**src/hw/rtl/quaternion_vector_rotate_top_assert.svh**
```systemverilog
// Assertion macros shared by the rotation block.
`ifndef QUATERNION_VECTOR_ROTATE_TOP_ASSERT_SVH
`define QUATERNION_VECTOR_ROTATE_TOP_ASSERT_SVH

// Same-cycle implication under synchronous active-low reset.
`define QVR_ASSERT_IMP(label, clk, rst_n, ante, cons) \
    label: assert property (@(posedge clk) disable iff (!rst_n) (ante) |-> (cons)) \
        else $error("qvr assertion failed");

// Next-cycle implication under synchronous active-low reset.
`define QVR_ASSERT_NXT(label, clk, rst_n, ante, cons) \
    label: assert property (@(posedge clk) disable iff (!rst_n) (ante) |=> (cons)) \
        else $error("qvr assertion failed");

`endif

```
**src/hw/rtl/qvr_pkg.sv**
```systemverilog
// Shared widths, constants and types of the quaternion rotation block.
`timescale 1ns / 1ps
package qvr_pkg;
    localparam int Q_W   = 16;
    localparam int V_W   = 24;
    localparam int T_W   = 42;
    localparam int P_W   = 60;
    localparam int REM_W = P_W - 1;
    localparam int N_W   = 33;
    localparam int QUO_W = 26;

    localparam logic signed [V_W-1:0] OUT_MAX = 24'sd8388607;
    localparam logic signed [V_W-1:0] OUT_MIN = -24'sd8388608;
    localparam logic [QUO_W-1:0] MAG_POS_MAX = 26'd8388607;
    localparam logic [QUO_W-1:0] MAG_NEG_MAX = 26'd8388608;

    typedef struct packed {
        logic [REM_W-1:0] dividend;
        logic [N_W-1:0]   divisor;
    } t_div_req;
endpackage

```
**src/hw/rtl/qvr_div.sv**
```systemverilog
// Pipelined restoring divider, one quotient bit per stage.
`timescale 1ns / 1ps
module qvr_div (
    input  logic                         i_clk,
    input  logic                         i_en,
    input  qvr_pkg::t_div_req            i_req,
    output logic [qvr_pkg::QUO_W-1:0]    o_quo
);
    localparam int RW = qvr_pkg::REM_W;
    localparam int NW = qvr_pkg::N_W;
    localparam int QW = qvr_pkg::QUO_W;

    logic [RW-1:0] r_rem [QW];
    logic [QW-1:0] r_quo [QW];
    logic [NW-1:0] r_den [QW];

    for (genvar s = 0; s < QW; s++) begin : g_stage
        localparam int B = QW - 1 - s;
        logic [RW-1:0] rem_in;
        logic [QW-1:0] quo_in;
        logic [NW-1:0] den_in;
        logic [RW:0]   d;
        logic          ge;
        logic [RW-1:0] n_rem;
        logic [QW-1:0] n_quo;

        if (s == 0) begin : g_first
            assign rem_in = i_req.dividend;
            assign quo_in = '0;
            assign den_in = i_req.divisor;
        end else begin : g_next
            assign rem_in = r_rem[s-1];
            assign quo_in = r_quo[s-1];
            assign den_in = r_den[s-1];
        end

        always_comb begin
            d     = (RW+1)'(den_in) << B;
            ge    = {1'b0, rem_in} >= d;
            n_rem = ge ? RW'({1'b0, rem_in} - d) : rem_in;
            n_quo = quo_in | (QW'(ge) << B);
        end

        always_ff @(posedge i_clk) begin
            if (i_en) begin
                r_rem[s] <= n_rem;
                r_quo[s] <= n_quo;
                r_den[s] <= den_in;
            end
        end
    end

    assign o_quo = r_quo[QW-1];
endmodule

```
**config.mk**
```make
export PLATFORM = sky130hd
export DESIGN_NAME = qvr_div
export DESIGN_NICKNAME = d
export VERILOG_FILES = /design/src/hw/rtl/quaternion_vector_rotate_top_assert.svh /design/src/hw/rtl/qvr_pkg.sv /design/src/hw/rtl/qvr_div.sv
export SDC_FILE = /design/constraint.sdc
export NUM_CORES = 2
export LEC_CHECK = 0
export BUFFER_PORTS_ARGS = -buffer_cell sky130_fd_sc_hd__buf_2
export CELL_PAD_IN_SITES_DETAIL_PLACEMENT = 0
export CELL_PAD_IN_SITES_GLOBAL_PLACEMENT = 1
export CORE_MARGIN = 2
export CORE_UTILIZATION = 52
export DETAILED_ROUTE_END_ITERATION = 8
export PLACE_DENSITY = 0.8
export SYNTH_ARGS = -nofsm -noshare
export SYNTH_HDL_FRONTEND = slang
export SYNTH_SLANG_ARGS = --single-unit
```
**constraint.sdc**
```tcl
create_clock -name i_clk -period 4.6 [get_ports i_clk]
set_input_delay 0.46 -clock i_clk [delete_from_list [all_inputs] [get_ports i_clk]]
set_output_delay 0.46 -clock i_clk [all_outputs]
set_load 0.1 [all_outputs]
```
[Word level (Yosys, flattened, before mapping)]
Memory sizes are Yosys's and may differ from the RTL's.
Cells that the tools add are included.
Storage, ports and cells
  bits in registers: 0
  memories: 3
  bits in read-only memories: 0
  bits in latches: 0
  bits in writable memories: 3068
Cells by class
  muxes and demuxes: 28
  shifts and indexed selects: 0
  order comparisons: 26
  bitwise logic cells: 25
  div/mod/pow operators: 0
  add/subtract/negate cells: 26
  equality and inequality tests: 0
  reduce and logical (&&, ||, !) cells: 0
  multiply operators: 0
Memory list
  r_rem: words 26, bits a word 59, read ports 25, clocked after memory_dff 0, write ports 26, RTL line qvr_div.sv:13  | logic [RW-1:0] r_rem [QW];
  r_den: words 26, bits a word 33, read ports 25, clocked after memory_dff 0, write ports 26, RTL line qvr_div.sv:15  | logic [NW-1:0] r_den [QW];
  r_quo: words 26, bits a word 26, read ports 26, clocked after memory_dff 0, write ports 26, RTL line qvr_div.sv:14  | logic [QW-1:0] r_quo [QW];
Operator list (number)
  $mux W59: 26
  $ge A59 B33 Y1: 1
  $ge A59 B34 Y1: 1
  $ge A59 B35 Y1: 1
  $ge A59 B36 Y1: 1
  $ge A59 B37 Y1: 1
  $ge A59 B38 Y1: 1
  $ge A59 B39 Y1: 1
  $ge A59 B40 Y1: 1
  $ge A59 B41 Y1: 1
  $ge A59 B42 Y1: 1
  $ge A59 B43 Y1: 1
  $ge A59 B44 Y1: 1
  $ge A59 B45 Y1: 1
  $ge A59 B46 Y1: 1
  $ge A59 B47 Y1: 1
  $ge A59 B48 Y1: 1
  $ge A59 B49 Y1: 1
  $ge A59 B50 Y1: 1
  $ge A59 B51 Y1: 1
  $ge A59 B52 Y1: 1
  $ge A59 B53 Y1: 1
  $ge A59 B54 Y1: 1
  $ge A59 B55 Y1: 1
  55 further kinds: 56

[Longest topological paths before layout]
An unclocked memory read counts as a cell.
  word-level depth: 3
  mapped depth: 17
  gate-level depth less buffers: 15

[Worst setup path before layout]
No wires, ideal clock.
  path kind: register to register
  start point: memory r_rem[1][66] (netlist bit)
  end point: memory r_rem[1][167] (netlist bit), data pin
  setup time: 258 ps
  setup slack: 843 ps
  path buffers: 0
  data arrival time: 3500 ps
  cell stages (with the launch flop): 16
  cells stage by stage: edfxtp_1 inv_1 ha_1 inv_1 fa_1 a21o_1 a221oi_1 o2bb2ai_1 a21oi_1 a221oi_1 nor4_1 or4_1 a211oi_1 and2_1 nand3b_1 xnor2_1
RTL lines (RTL line)
  from (decl): qvr_div.sv:13

==> reports/metrics.csv <==
metric;value;unit
status;complete, but fails checks;
violations;negative hold slack;
portBuffers;119;
fin_cells;17306;
synth_edf_count;2651;
root_buffer;clkbuf_16;
clock_skew;56.57;ps
post-route-period-util;0.9504;
cts.sinks;2651;
switchingPower;38.66;mW
wirelength;390100;um
worstSetupEndpointType;flip-flop;
min_period;4372;ps
layout.nets;14348;
leakage;63.19;nW
grt_use_total;0.2729;
yosys.area.top_type;edfxtp_1;
clk-insertion-delay-late;930;ps
finalMaxSlewViolations;0;
dp_cells;16685;
required;5240;ps
yosysMostFrequentCell;edfxtp_1;
syn_area;0.1440;sq mm
io_pins;120;
rr_startpoint;r_den[0][0];
timing.fmax;228.7;MHz
die_w;530.2;um
yosysTopAreaCellShare;0.5529;
cts_made_buffers;299;
tightestPinTransition;1408;ps
ir_worst_vdd;0.3849;mV
rows;193;
hold_start;i_en;
drc_errors;0;
ys_warn_count;0;
worstPathArrival;5010;ps
final_util;0.5856;
setup.worst_path.start;r_den[0][0];
dieArea;0.2811;sq mm
synthTopCellsByArea;edfxtp_1 55%, ha_1 7.5%, a21oi_1 3.7%;
via_per_inst;5.850;
synthesis.nets;13876;
place_congestion;0.9528;
synth_common_cells;2,651 x edfxtp_1, 1,107 x inv_1, 1,098 x nand2_1;
timing_hold_violations_final;1;
drtIter0Drc;8869;
cp_max_fo;3;
synth-seq-area-share;0.5529;
setup_violations;0;
via_count;101247;
power_switching_share;0.3718;
tritoncts;built;
wire_per_inst;22.54;um
maxCapViolCount;0;
clk_pin_slew_worst_paths;60;ps
htree_levels;5;
ant_nets;0;
seqCellArea;0.07961;sq mm
cts.path.max_buffers;4;
initial_core_util;0.5216;
area_growth;12.26;%
avgSynthCellArea;11.16;sq um
multi_input_area;0.05904;sq mm
synth-seq-cells;2651;
rsz0062_at_grt;no;
async_flop_share;0;
firstDrtPassIters;8;
synth_flop_cell;edfxtp_1;
holdWs;-1.852;ps
path_class;reg -> reg;
p_clk_frac;0.229;
globalRouteOverflowTotal;0;
pwr-share-seq;0.371;
yosys.cell_types.count;110;
antenna_found_initial;15;
p_per_area;643.2;mW/mm^2
die-height;530.2;um
synth_cells;12899;
fill_cells;22694;
combPwrFrac;0.401;
core_area;0.2760;sq mm
critPathLaunchType;flip-flop;
drive_gt1_frac;0.08613;
min_path_type;in -> reg;
dp_hpwl;302000;um
p_int;65.31;mW
grt_pass1_vias;98881;
slew_headroom;0.06137;
grt_pass1_wl;591100;um
grt_max_degree;139;
-- through the flow --
step           cell area, sq um  power, mW  TNS (ps)  setup WS, ps  hold WS (ps)
2_1_floorplan            144000      66.43         0         842.9         400.3
3_3_place_gp             150900      79.55    -839.5        -218.9         400.3
3_5_place_dp             151000      79.78         0         105.8         404.5
4_1_cts                  161500      104.0         0         61.97         46.63
5_1_grt                  161600      110.2         0         23.60         47.75
6_report                 161600      104.0         0         227.9        -1.852
-- power by group through the flow --
stage	Sequential (mW)	Clock, mW	Combinational, mW
detailed placement	38.9	0	40.9
global placement	39.0	0	40.6
floorplan	36.7	0	29.7
CTS	38.5	24.3	41.2
finish	38.5	23.8	41.7
global route	39.0	25.2	46.0
-- layout by cell type (no fill, tap or decap), drive strengths merged, types with 203 or more instances in the layout --
| cell type | count |
|---|---|
| nor2 | 760 |
| o21ai | 885 |
| xnor2 | 574 |
| xor2 | 471 |
| a21o | 502 |
| nand4 | 203 |
| nand3 | 236 |
| inv | 1128 |
| ha | 858 |
| nand2 | 1098 |
| buf | 459 |
| nor3 | 237 |
| a21oi | 1072 |
| clkbuf | 346 |
| edfxtp | 2651 |
-- layer usage --
metal / vias to the layer above / global-route usage / share of wire
li1: 48440 / - / -
met1: 49239 / 0.3626 / 0.43
met2: 2849 / 0.4572 / 0.48
met3: 707 / 0.03403 / 0.053
met4: 12 / 0.1030 / 0.039
met5: - / 0 / 0.00018
-- sequential cells by signal, summed over array words and instances, names as in the netlist --
signal / flops
r_den: 825
r_quo: 351
r_rem: 1475
-- cell type report --
| cell class | instances | area share |
|---|---|---|
| diodes | 5 | 0.00007741 |
| clock buffers | 346 | 0.04739 |
| clock inverters | 180 | 0.01246 |
| inverters | 1107 | 0.02571 |
| multi-input cells | 8763 | 0.3653 |
| flip-flops and latches | 2651 | 0.4925 |
| well taps | 3705 | 0.02868 |
| repair buffers | 549 | 0.02785 |
-- timing repair --
action,CTS,global route
setup endpoints to repair,0,28
gates resized for setup,0,10
hold buffers,90,0
buffers inserted,0,0
hold endpoints to repair,90,0
-- kinds of logic (layout without fill, tap and decap cells) --
| kind of cell | count (synthesis) | count (layout) | synth area share |
|---|---|---|---|
| compound gates | 3293 | 3293 | 0.1411 |
| buf+inv | 1485 | 2182 | 0.03928 |
| flops | 2651 | 2651 | 0.5529 |
| mux | 127 | 127 | 0.009881 |
| fa+ha+maj | 883 | 883 | 0.07804 |
| simple gates | 3415 | 3415 | 0.1152 |
| other cells | 0 | 5 | 0 |
| xor+xnor | 1045 | 1045 | 0.06357 |
-- worst paths after layout --
check                       end  slack, ps  cells past startpoint
hold / removal    r_den[2][131]         -2                      1
setup / recovery  r_rem[0][115]        230                     15
hold reg to reg   r_quo[1][185]        400                      0
setup reg to reg  r_rem[0][115]        230                     15
-- worst max-delay path, cell delays in order, from the launching register on --
cell and delay [ps]:
edfxtp_1 430, ha_1 200, inv_1 50, fa_1 410
a21o_1 200, a21oi_1 320, o22ai_1 240, o21ai_0 370
a21boi_0 230, o221ai_1 240, buf_4 170, o21ai_0 220
a221oi_2 430, o21ai_0 160, xor2_1 160, mux2_2 290
Power figures use the tool's default switching activity.
